`src/rtl/pcc_pkg.sv`:
```
`default_nettype none
// ----------------------------------------------------------------------------
// pcc_pkg: shared types and constants of the clamped PID controller
// Sequencer states, multiply operation codes, register indexes, saturation
// limits and small arithmetic helpers.
// ----------------------------------------------------------------------------
package pcc_pkg;

    typedef enum logic [3:0] {
        ST_IDLE,
        ST_ERR,
        ST_MUL,
        ST_POST,
        ST_DIV,
        ST_DFIN,
        ST_SUM,
        ST_DONE
    } t_state;

    typedef enum logic [1:0] {
        OP_INC,
        OP_P,
        OP_I,
        OP_V
    } t_op;

    typedef enum logic [2:0] {
        REG_KP   = 3'd0,
        REG_KI   = 3'd1,
        REG_KD   = 3'd2,
        REG_STEP = 3'd3,
        REG_OMIN = 3'd4,
        REG_OMAX = 3'd5
    } t_reg;

    localparam int ACC_W      = 80;
    localparam int TERM_W     = 61;
    localparam int INTEG_W    = 48;
    localparam int DIV_W      = 62;
    localparam int DIV_CYCLES = DIV_W / 2;
    localparam int VLIM_W     = TERM_W - 16;

    localparam logic [TERM_W-1:0] TERM_MAX   = '1;
    localparam logic [15:0]       STEP_RESET = 16'd655;
    localparam logic [31:0]       OMAX_RESET = 32'd6553600;

    function automatic logic [31:0] mag32(input logic [31:0] x);
        return x[31] ? (32'd0 - x) : x;
    endfunction

    function automatic logic [32:0] mag33(input logic [32:0] x);
        return x[32] ? (33'd0 - x) : x;
    endfunction

    function automatic logic [47:0] mag48(input logic [47:0] x);
        return x[47] ? (48'd0 - x) : x;
    endfunction

    // One restoring division step: {quotient bit, new remainder}
    function automatic logic [16:0] div_step(input logic [15:0] rem, input logic din,
                                             input logic [15:0] den);
        logic [16:0] t;
        t = {rem, din};
        if (t >= {1'b0, den}) begin
            return {1'b1, 16'(t - {1'b0, den})};
        end
        return {1'b0, t[15:0]};
    endfunction

endpackage
`default_nettype wire

```
`src/rtl/pid_controller_clamped.sv`:
```
`default_nettype none
// ----------------------------------------------------------------------------
// pid_controller_clamped: fixed-point PID controller with output clamp
// Samples are taken one at a time: a new input is accepted only once the
//   previous result is in the output register. The shared 32x16 multiplier
//   forms every product; the radix-4 divider is skipped when the derivative
//   term saturates.
// Reset (synchronous, active low): registers take their reset values, the
//   integral and previous error clear, no result is pending.
// ----------------------------------------------------------------------------
module pid_controller_clamped #(
    parameter int FRAC_BITS = 16
) (
    input  logic        i_clk,
    input  logic        i_rst_n,
    // configuration port
    input  logic        psel,
    input  logic        penable,
    input  logic        pwrite,
    input  logic [4:0]  paddr,
    input  logic [31:0] pwdata,
    output logic [31:0] prdata,
    output logic        pready,
    // input stream
    input  logic        s_axis_tvalid,
    output logic        s_axis_tready,
    input  logic [63:0] s_axis_tdata,   // [31:0] setpoint, [63:32] measurement
    // output stream
    output logic        m_axis_tvalid,
    input  logic        m_axis_tready,
    output logic [31:0] m_axis_tdata    // [31:0] drive
);
    import pcc_pkg::*;

    // ------------------------------------------------------------------
    // Configuration registers
    // ------------------------------------------------------------------
    logic [31:0] r_kp, r_ki, r_kd, r_out_min, r_out_max;
    logic [15:0] r_step;
    logic        cfg_wr;
    logic [2:0]  cfg_idx;

    assign pready  = 1'b1;
    assign cfg_wr  = psel & penable & pwrite;
    assign cfg_idx = paddr[4:2];

    always_ff @(posedge i_clk) begin
        if (!i_rst_n) begin
            r_kp      <= '0;
            r_ki      <= '0;
            r_kd      <= '0;
            r_step    <= STEP_RESET;
            r_out_min <= '0;
            r_out_max <= OMAX_RESET;
        end else if (cfg_wr) begin
            unique case (cfg_idx)
                REG_KP:   r_kp      <= pwdata;
                REG_KI:   r_ki      <= pwdata;
                REG_KD:   r_kd      <= pwdata;
                REG_STEP: r_step    <= pwdata[15:0];
                REG_OMIN: r_out_min <= pwdata;
                REG_OMAX: r_out_max <= pwdata;
                default:  ;  // unmapped: drop the write
            endcase
        end
    end

    always_comb begin
        unique case (cfg_idx)
            REG_KP:   prdata = r_kp;
            REG_KI:   prdata = r_ki;
            REG_KD:   prdata = r_kd;
            REG_STEP: prdata = {16'd0, r_step};
            REG_OMIN: prdata = r_out_min;
            REG_OMAX: prdata = r_out_max;
            default:  prdata = '0;
        endcase
    end

    // ------------------------------------------------------------------
    // Sequencer and datapath registers
    // ------------------------------------------------------------------
    t_state r_state, n_state;
    t_op    r_op, n_op;
    logic [1:0]         r_chunk, n_chunk;     // 16-bit slice of the B operand
    logic [4:0]         r_cnt, n_cnt;         // divider cycle count
    logic [31:0]        r_e, n_e;             // saturated error
    logic [31:0]        r_last, n_last;       // previous error
    logic [32:0]        r_delta, n_delta;     // e - previous error, exact
    logic [INTEG_W-1:0] r_integ, n_integ;     // Q32.16 error integral
    logic [31:0]        r_a, n_a;             // multiplier A magnitude
    logic [47:0]        r_b, n_b;             // multiplier B magnitude
    logic               r_neg, n_neg;         // sign of the current product
    logic [ACC_W-1:0]   r_acc, n_acc;
    logic [63:0]        r_p, n_p, r_i, n_i, r_d, n_d, r_sum, n_sum;
    logic [DIV_W-1:0]   r_quo, n_quo;         // dividend in, quotient out
    logic [15:0]        r_rem, n_rem;
    logic               r_out_valid, n_out_valid;
    logic [31:0]        r_drive, n_drive;

    // dt of zero behaves as one
    logic [15:0] dt;
    assign dt = (r_step == 16'd0) ? 16'd1 : r_step;

    assign s_axis_tready = (r_state == ST_IDLE);
    assign m_axis_tvalid = r_out_valid;
    assign m_axis_tdata  = r_drive;

    // Error of the incoming sample, saturated to 32 bits
    logic [32:0] e_diff;
    logic [31:0] e_sat;
    assign e_diff = {s_axis_tdata[31], s_axis_tdata[31:0]}
                  - {s_axis_tdata[63], s_axis_tdata[63:32]};
    assign e_sat  = (e_diff[32] != e_diff[31])
                  ? (e_diff[32] ? 32'h8000_0000 : 32'h7FFF_FFFF) : e_diff[31:0];

    // Shared multiplier: one 32x16 partial product per cycle into the
    // accumulator at the slice's offset
    logic [15:0]      b_slice;
    logic [47:0]      prod;
    logic [ACC_W-1:0] prod_sh;
    logic [ACC_W-1:0] acc_sum;
    logic [1:0]       last_chunk;

    always_comb begin
        case (r_chunk)
            2'd0:    b_slice = r_b[15:0];
            2'd1:    b_slice = r_b[31:16];
            default: b_slice = r_b[47:32];
        endcase
    end

    assign prod = r_a * b_slice;

    always_comb begin
        case (r_chunk)
            2'd0:    prod_sh = {32'd0, prod};
            2'd1:    prod_sh = {16'd0, prod, 16'd0};
            default: prod_sh = {prod, 32'd0};
        endcase
    end

    assign acc_sum = ((r_chunk == 2'd0) ? '0 : r_acc) + prod_sh;

    always_comb begin
        case (r_op)
            OP_INC:  last_chunk = 2'd0;
            OP_P:    last_chunk = 2'd1;
            default: last_chunk = 2'd2;
        endcase
    end

    // Gain product post-processing: shift out the fraction, limit, sign
    logic [ACC_W-1:0]  acc_shr;
    logic [TERM_W-1:0] term_mag;
    logic [63:0]       term_pos, term;
    logic              v_big;

    assign acc_shr  = r_acc >> FRAC_BITS;
    assign term_mag = (acc_shr > ACC_W'(TERM_MAX)) ? TERM_MAX : acc_shr[TERM_W-1:0];
    assign term_pos = 64'(term_mag);
    assign term     = r_neg ? (64'd0 - term_pos) : term_pos;
    // derivative saturates outright once |v| exceeds TERM_MAX / 2^16
    assign v_big    = |term_mag[TERM_W-1:VLIM_W];

    // Integral update: inc = +-(|e|*dt >> 16), saturating 48-bit sum
    logic [48:0] inc;
    logic [48:0] integ_sum;
    logic [47:0] integ_sat;
    assign inc       = r_neg ? (49'd0 - {17'd0, r_acc[47:16]}) : {17'd0, r_acc[47:16]};
    assign integ_sum = {r_integ[47], r_integ} + inc;
    assign integ_sat = (integ_sum[48] != integ_sum[47])
                     ? {integ_sum[48], {47{~integ_sum[48]}}} : integ_sum[47:0];

    // Divider: two restoring steps per cycle
    logic [16:0] dstep1, dstep2;
    assign dstep1 = div_step(r_rem, r_quo[DIV_W-1], dt);
    assign dstep2 = div_step(dstep1[15:0], r_quo[DIV_W-2], dt);

    // Output clamp: upper limit first, lower limit wins when crossed
    logic [63:0] omax_ext, omin_ext, clamp_hi;
    logic [31:0] drive_val;
    assign omax_ext  = {{32{r_out_max[31]}}, r_out_max};
    assign omin_ext  = {{32{r_out_min[31]}}, r_out_min};
    assign clamp_hi  = ($signed(r_sum) > $signed(omax_ext)) ? omax_ext : r_sum;
    assign drive_val = ($signed(clamp_hi) < $signed(omin_ext)) ? r_out_min : clamp_hi[31:0];

    logic out_free;
    assign out_free = !r_out_valid || m_axis_tready;

    // ------------------------------------------------------------------
    // Next state
    // ------------------------------------------------------------------
    always_comb begin
        n_state = r_state;
        unique case (r_state)
            ST_IDLE: if (s_axis_tvalid) n_state = ST_ERR;
            ST_ERR:  n_state = ST_MUL;
            ST_MUL:  if (r_chunk == last_chunk) n_state = ST_POST;
            ST_POST: begin
                if (r_op == OP_V) begin
                    n_state = v_big ? ST_SUM : ST_DIV;
                end else begin
                    n_state = ST_MUL;
                end
            end
            ST_DIV:  if (r_cnt == 5'(DIV_CYCLES - 1)) n_state = ST_DFIN;
            ST_DFIN: n_state = ST_SUM;
            ST_SUM:  n_state = ST_DONE;
            ST_DONE: if (out_free) n_state = ST_IDLE;
            default: n_state = ST_IDLE;
        endcase
    end

    // ------------------------------------------------------------------
    // Datapath controls per state
    // ------------------------------------------------------------------
    always_comb begin
        n_op        = r_op;
        n_chunk     = r_chunk;
        n_cnt       = r_cnt;
        n_e         = r_e;
        n_last      = r_last;
        n_delta     = r_delta;
        n_integ     = r_integ;
        n_a         = r_a;
        n_b         = r_b;
        n_neg       = r_neg;
        n_acc       = r_acc;
        n_p         = r_p;
        n_i         = r_i;
        n_d         = r_d;
        n_sum       = r_sum;
        n_quo       = r_quo;
        n_rem       = r_rem;
        n_drive     = r_drive;
        // retire the pending result on its transfer
        n_out_valid = r_out_valid && !m_axis_tready;

        unique case (r_state)
            ST_IDLE: begin
                if (s_axis_tvalid) n_e = e_sat;
            end
            ST_ERR: begin
                // capture the derivative difference, then advance the history
                n_delta = {r_e[31], r_e} - {r_last[31], r_last};
                n_last  = r_e;
                n_a     = mag32(r_e);
                n_b     = {32'd0, dt};
                n_neg   = r_e[31];
                n_op    = OP_INC;
                n_chunk = 2'd0;
            end
            ST_MUL: begin
                n_acc   = acc_sum;
                n_chunk = r_chunk + 2'd1;
            end
            ST_POST: begin
                n_chunk = 2'd0;
                case (r_op)
                    OP_INC: begin
                        n_integ = integ_sat;
                        n_a     = mag32(r_kp);
                        n_b     = {16'd0, mag32(r_e)};
                        n_neg   = r_kp[31] ^ r_e[31];
                        n_op    = OP_P;
                    end
                    OP_P: begin
                        n_p   = term;
                        n_a   = mag32(r_ki);
                        n_b   = mag48(r_integ);
                        n_neg = r_ki[31] ^ r_integ[47];
                        n_op  = OP_I;
                    end
                    OP_I: begin
                        n_i   = term;
                        n_a   = mag32(r_kd);
                        n_b   = {15'd0, mag33(r_delta)};
                        n_neg = r_kd[31] ^ r_delta[32];
                        n_op  = OP_V;
                    end
                    default: begin
                        if (v_big) begin
                            n_d = r_neg ? (64'd0 - 64'(TERM_MAX)) : 64'(TERM_MAX);
                        end else begin
                            // dividend is |v| * 2^16
                            n_quo = {1'b0, term_mag[VLIM_W-1:0], 16'd0};
                            n_rem = '0;
                            n_cnt = '0;
                        end
                    end
                endcase
            end
            ST_DIV: begin
                n_quo = {r_quo[DIV_W-3:0], dstep1[16], dstep2[16]};
                n_rem = dstep2[15:0];
                n_cnt = r_cnt + 5'd1;
            end
            ST_DFIN: begin
                n_d = r_neg ? (64'd0 - 64'(r_quo)) : 64'(r_quo);
            end
            ST_SUM: begin
                n_sum = r_p + r_i + r_d;
            end
            ST_DONE: begin
                if (out_free) begin
                    n_drive     = drive_val;
                    n_out_valid = 1'b1;
                end
            end
            default: ;
        endcase
    end

    // ------------------------------------------------------------------
    // Registers
    // ------------------------------------------------------------------
    always_ff @(posedge i_clk) begin
        if (!i_rst_n) begin
            r_state     <= ST_IDLE;
            r_out_valid <= 1'b0;
            r_integ     <= '0;
            r_last      <= '0;
        end else begin
            r_state     <= n_state;
            r_out_valid <= n_out_valid;
            r_integ     <= n_integ;
            r_last      <= n_last;
        end
    end

    always_ff @(posedge i_clk) begin
        r_op    <= n_op;
        r_chunk <= n_chunk;
        r_cnt   <= n_cnt;
        r_e     <= n_e;
        r_delta <= n_delta;
        r_a     <= n_a;
        r_b     <= n_b;
        r_neg   <= n_neg;
        r_acc   <= n_acc;
        r_p     <= n_p;
        r_i     <= n_i;
        r_d     <= n_d;
        r_sum   <= n_sum;
        r_quo   <= n_quo;
        r_rem   <= n_rem;
        r_drive <= n_drive;
    end

endmodule
`default_nettype wire

```
`config.mk`:
```
export PLATFORM = sky130hd
export DESIGN_NAME = pid_controller_clamped
export DESIGN_NICKNAME = d
export VERILOG_FILES = /design/src/rtl/pcc_pkg.sv /design/src/rtl/pid_controller_clamped.sv
export SDC_FILE = /design/constraint.sdc
export NUM_CORES = 2
export LEC_CHECK = 0
export BUFFER_PORTS_ARGS = -buffer_cell sky130_fd_sc_hd__buf_2
export CAP_MARGIN = 10
export CORE_ASPECT_RATIO = 1.75
export CORE_MARGIN = 2
export CORE_UTILIZATION = 40
export DETAILED_ROUTE_END_ITERATION = 16
export GPL_TIMING_DRIVEN = 0
export HOLD_SLACK_MARGIN = 0.03
export SLEW_MARGIN = 25
export SYNTH_ARGS = -nofsm -noshare
export SYNTH_HDL_FRONTEND = slang
export SYNTH_SLANG_ARGS = --single-unit
export TNS_END_PERCENT = 100
```
`constraint.sdc`:
```
create_clock -name i_clk -period 30.6 [get_ports i_clk]
set_clock_uncertainty 0.05 [all_clocks]
set_input_delay 1.53 -clock i_clk [delete_from_list [all_inputs] [get_ports i_clk]]
set_output_delay 1.53 -clock i_clk [all_outputs]
set_load 0.03 [all_outputs]
```
Word level (Yosys, flattened, before mapping)
Index checks and enable logic that the tools add are counted.
Widths: inputs -> output; s select.

operators by class
  divide/modulo/power cells = 0
  magnitude comparators = 5
  muxes and demuxes = 58
  shift-type cells = 0
  multipliers = 1
  equal/unequal tests = 28
  $add $sub $neg = 19
  reductions and logical operators = 31
  bitwise logic cells = 6

operator list
  kind                   count
  $mux 64                6
  $mux 32                7
  $pmux 32 s6            1
  $pmux 80 s2            1
  $pmux 48 s3            1
  $add 64x64->64         2
  $pmux 64 s2            1
  $sub 1x32->32 const A  4
  $mux 62                2
  $pmux 62 s2            1
  $mux 48                2
  $pmux 32 s3            1
  $pmux 48 s2            1
  $add 80x80->80         1
  $mux 80                1
  $mux 17                4
  $sub 32x32->33         2
  $gt 64x32->1           1
  $gt 64x61->1 const B   1
  $lt 64x32->1           1
  $pmux 16 s2            2
  $pmux 32 s2            1
  $sub 1x62->63 const A  1
  $sub 1x61->62 const A  1
  54 further kinds       102

word-level totals
  output and inout bits = 67
  memories = 0
  RAM bits = 0
  word-level logic and storage cells = 174
  bits in latches = 0
  bits in registers = 862
  ROM bits = 0

Longest topological paths before layout
  word-level depth = 9
  mapped depth = 48
  gate-level depth less buffers = 44

Least setup slack after synthesis
OpenSTA, ideal clock, no wires.

  path kind = register to register
  from = register r_chunk[0]
  to = register r_acc[72] (data pin)
  clock period less this slack = 10.691 ns
  setup time = 0.265 ns
  data arrival time = 10.376 ns
  stages on the path, launching flop included = 46
  setup slack = 19.909 ns
  data required time = 30.285 ns
  path through = edfxtp_1 -> ha_1 -> clkbuf_1 -> nor2_1 -> clkbuf_1 -> nand2_1 -> nand2_1 -> clkbuf_1 -> nand2_1 -> fa_1 -> inv_1 -> fa_1 -> inv_1 -> fa_1 -> inv_1 -> fa_1 -> fa_1 -> inv_1 -> [10 not listed] -> a211o_1 -> a21oi_1 -> xnor2_1 -> nand2_1 -> nand2_1 -> ha_1 -> clkbuf_1 -> nand2_1 -> nor4_1 -> inv_1 -> nor3_1 -> a21oi_1 -> a31o_2 -> o21ai_0 -> or3b_2 -> or4_1 -> a32oi_1 -> xor2_1

on the way
  word-level cells in the longest chain between the ends = 5

ends and longest elaborated chain
  what                                                  RTL line                                                                                     text
  start, declared                                       pid_controller_clamped.sv:85                                                                 logic [1:0] r_chunk, n_chunk;
  start signal, assigned                                pid_controller_clamped.sv:334                                                                r_chunk <= n_chunk;
  $eq 2x1->1 / $logic_not 2->1 (equally long branches)  pid_controller_clamped.sv:126, pid_controller_clamped.sv:136, pid_controller_clamped.sv:143
  $pmux 16 s2                                           pid_controller_clamped.sv:126                                                                case (r_chunk)
  $mul 32x16->48                                        pid_controller_clamped.sv:133                                                                assign prod = r_a * b_slice;
  $pmux 80 s2                                           pid_controller_clamped.sv:136                                                                case (r_chunk)
  $add 80x80->80 *                                      pid_controller_clamped.sv:143                                                                assign acc_sum = ((r_chunk == 2'd0) ? '0 : r_acc) + prod_sh;
  net acc_sum[72]                                       pid_controller_clamped.sv:122                                                                logic [ACC_W-1:0] acc_sum;
  end signal, assigned                                  pid_controller_clamped.sv:341                                                                r_acc <= n_acc;
  end, declared                                         pid_controller_clamped.sv:94                                                                 logic [ACC_W-1:0] r_acc, n_acc;

The timed path passes the listed nets; every way through them passes the cells marked *.
A chain may end at the register's enable or synchronous reset.

Final worst setup path
  from = register r_chunk[0]
  to = register r_acc[77] (data pin)

Same word-level chain as after synthesis.

==> impl_metrics.toml <==
[clock_tree]
post_cts_resized = 0
cts_tree = "built"
root_buffer = "clkbuf_16"
clock_sinks = 856
htree_levels = 3
ctsHoldBuffers = 0
clk_path_buf_depth = 3
clk_latency_ns = 0.74
clkTransAtPathRegs_ns = 0.07
postCtsSetupBuffers = 0
cts_made_buffers = 86

[global_routing]
grt_usage = 0.319
antenna_found_initial = 19
grt_pass1_wl_microns = 464000
grt_start_max_net_pins = 52
grt.overflow.total = 0
first_global_vias = 70000

[sta]
max_freq_mhz = 68.3
maxSlewHeadroom = 0.184
timing_hold_violations_final = 0
setup-violations-final = 0
fin_crit_ns = 14.64
worst_slew_pin_slew_ns = 1.21
rsz0062_at_grt = "false"
setup_tns_ns = 0
fin_crit_sh = 0.478
slew_violations = 0

[hold_path]
hold_path.class = "reg2reg"

[setup_path]
crit_family = "compound AO/OA/AOI/OAI gates"
regToRegSetupSlack_ns = 15.96
crit_type = "reg2reg"
start_kind = "register"
worstPathRequired_ns = 31.00
cp_common_cell = "fa_1"
max_stage_delay_ns = 0.90
crit_slowest_cell = "xnor2_1"
cp.arrival_ns = 15.04
cp-end-kind = "register"
cp_max_fo = 10
cp_num_buf_inv = 10

[logic_synthesis]
ys_ff_latch = 856
synth_edf_count = 596
yosysWarnings = 0
synth.avg_cell_area_sq_um = 8.81
postSynth.asyncResetShare = 0
synth_fp_nets = 9979
netlist_area_sq_um = 77800
synthCells = 8833
synth_cell_types = 85
ys_seq_area_frac = 0.297
synth_top_flop_cell = "edfxtp_1"

[floorplan]
num_rows = 214
die_h_microns = 587
fp.dieArea_sq_um = 198000
die_w_microns = 337
core_area_sq_um = 194000
initial_core_util = 0.401
io_pins = 175

[finish]
drive_above_1_share = 0.0550
layout_common_cells = "1,157 x nand2_1, 776 x inv_1, 754 x a21oi_1"
final_common_cell = "nand2_1"
syn_to_final_growth_pct = 10.1
multi_input_area_sq_um = 50200
final_nets = 10300
ff_latch_area_sq_um = 23100
fill_cells = 19200

[route]
antenna_left = 0
routed_wl_microns = 321000
vias = 69700
drc = 0
wl_per_cell_microns = 27.2
dr.pass1.iters = 8
drt_iter0_markers = 5797
viasPerCell = 5.91

[place]
portBuffers = 170
hpwl_microns = 261000
gp_congestion = 1.03

[flow_run]
drv_cap = 0

[outcome]
status = "finished, final reports clean"
[kinds of logic (layout without fill, tap and decap cells)]
logic type | after synthesis | after routing | synth area share
muxes | 117 | 117 | 0.0162
and+or+nand+nor | 2744 | 2744 | 0.165
buffers and inverters | 1246 | 1601 | 0.0602
other | 1 | 12 | 0.0000482
DFF | 856 | 856 | 0.297
xor gates and xnor gates | 555 | 555 | 0.0625
adders and majority gates | 1048 | 1048 | 0.215
AOI/OAI and AO/OA | 2266 | 2266 | 0.183
[routing by layer]
layer | wire [microns] | global-route usage | vias to the layer above
met3 | 21300 | 0.0595 | 1301
met2 | 154000 | 0.543 | 3088
met5 | 27 | 0 | -
li1 | - | - | 31400
met4 | 39700 | 0.314 | 4
met1 | 106000 | 0.321 | 34000
[tightest hold or removal path: cells and delay by family (launching register included)]
| kind | cells | cell delay (ns) |
|---|---|---|
| simple gates | 1 | 0.05 |
| compound gates | 1 | 0.05 |
| flops | 1 | 0.31 |
[final timing paths]
kind,start,to,cells after the start
max,r_chunk[0],r_acc[77],42
min,r_last[17],r_last[17],2
max reg2reg,r_chunk[0],r_acc[77],42
min reg2reg,r_last[17],r_last[17],2
[area by class of cell]
type / instances / area share
well taps: 2592 / 0.0379
repair buffers: 194 / 0.0159
multi-input cells: 6731 / 0.586
plain buffers: 466 / 0.0206
clock inverters: 56 / 0.00888
diodes: 11 / 0.000321
inverters: 780 / 0.0342
flip-flops and latches: 856 / 0.270
clock buffers: 105 / 0.0269
[Yosys cell counts, types with 61 or more instances]
cell type     n  area [sq um]
nand3_1     102           510
nor2b_1     142           888
nand4_1      84           526
or4_1        61           458
o21a_1       61           458
nand2b_1     70           438
o31ai_1     104           781
o21ai_0     488          2440
a22oi_1      67           503
nor3_1      149           746
a21o_1      228          1710
or3_1        76           475
dfxtp_1     260          5200
clkbuf_1    433          1630
a21oi_1     755          3780
mux2_2       74           833
inv_1       778          2920
xor2_1      180          1580
edfxtp_1    596         17900
xnor2_1     375          3280
fa_1        488          9770
and2_1      266          1660
ha_1        550          6880
nor2_1      510          1910
nand2_1    1157          4340
[stage by stage]
stage | setup slack (ns) | hold slack (ns) | utilization | instance area [sq um] | std cells
6_report | 15.96 | 0.406 | 0.442 | 85700 | 11800
5_1_grt | 15.57 | 0.428 | 0.442 | 85600 | 11800
4_1_cts | 16.23 | 0.406 | 0.442 | 85600 | 11800
3_5_place_dp | 16.35 | 0.397 | 0.426 | 82500 | 11600
3_3_place_gp | 15.99 | 0.393 | 0.422 | 81900 | 11600
2_1_floorplan | 19.91 | 0.386 | - | 77800 | 8833
[flip-flops by register name, summed over array words and instances, names as in the netlist, 33 cells and up]
signal   count
r_sum       64
r_integ     48
r_delta     33
r_acc       80
r_b         48
r_quo       62
r_d         63
r_p         62
r_i         62
Power is not shown: default switching activity piles up to over one toggle a cycle in this logic, so the estimate is an artifact.
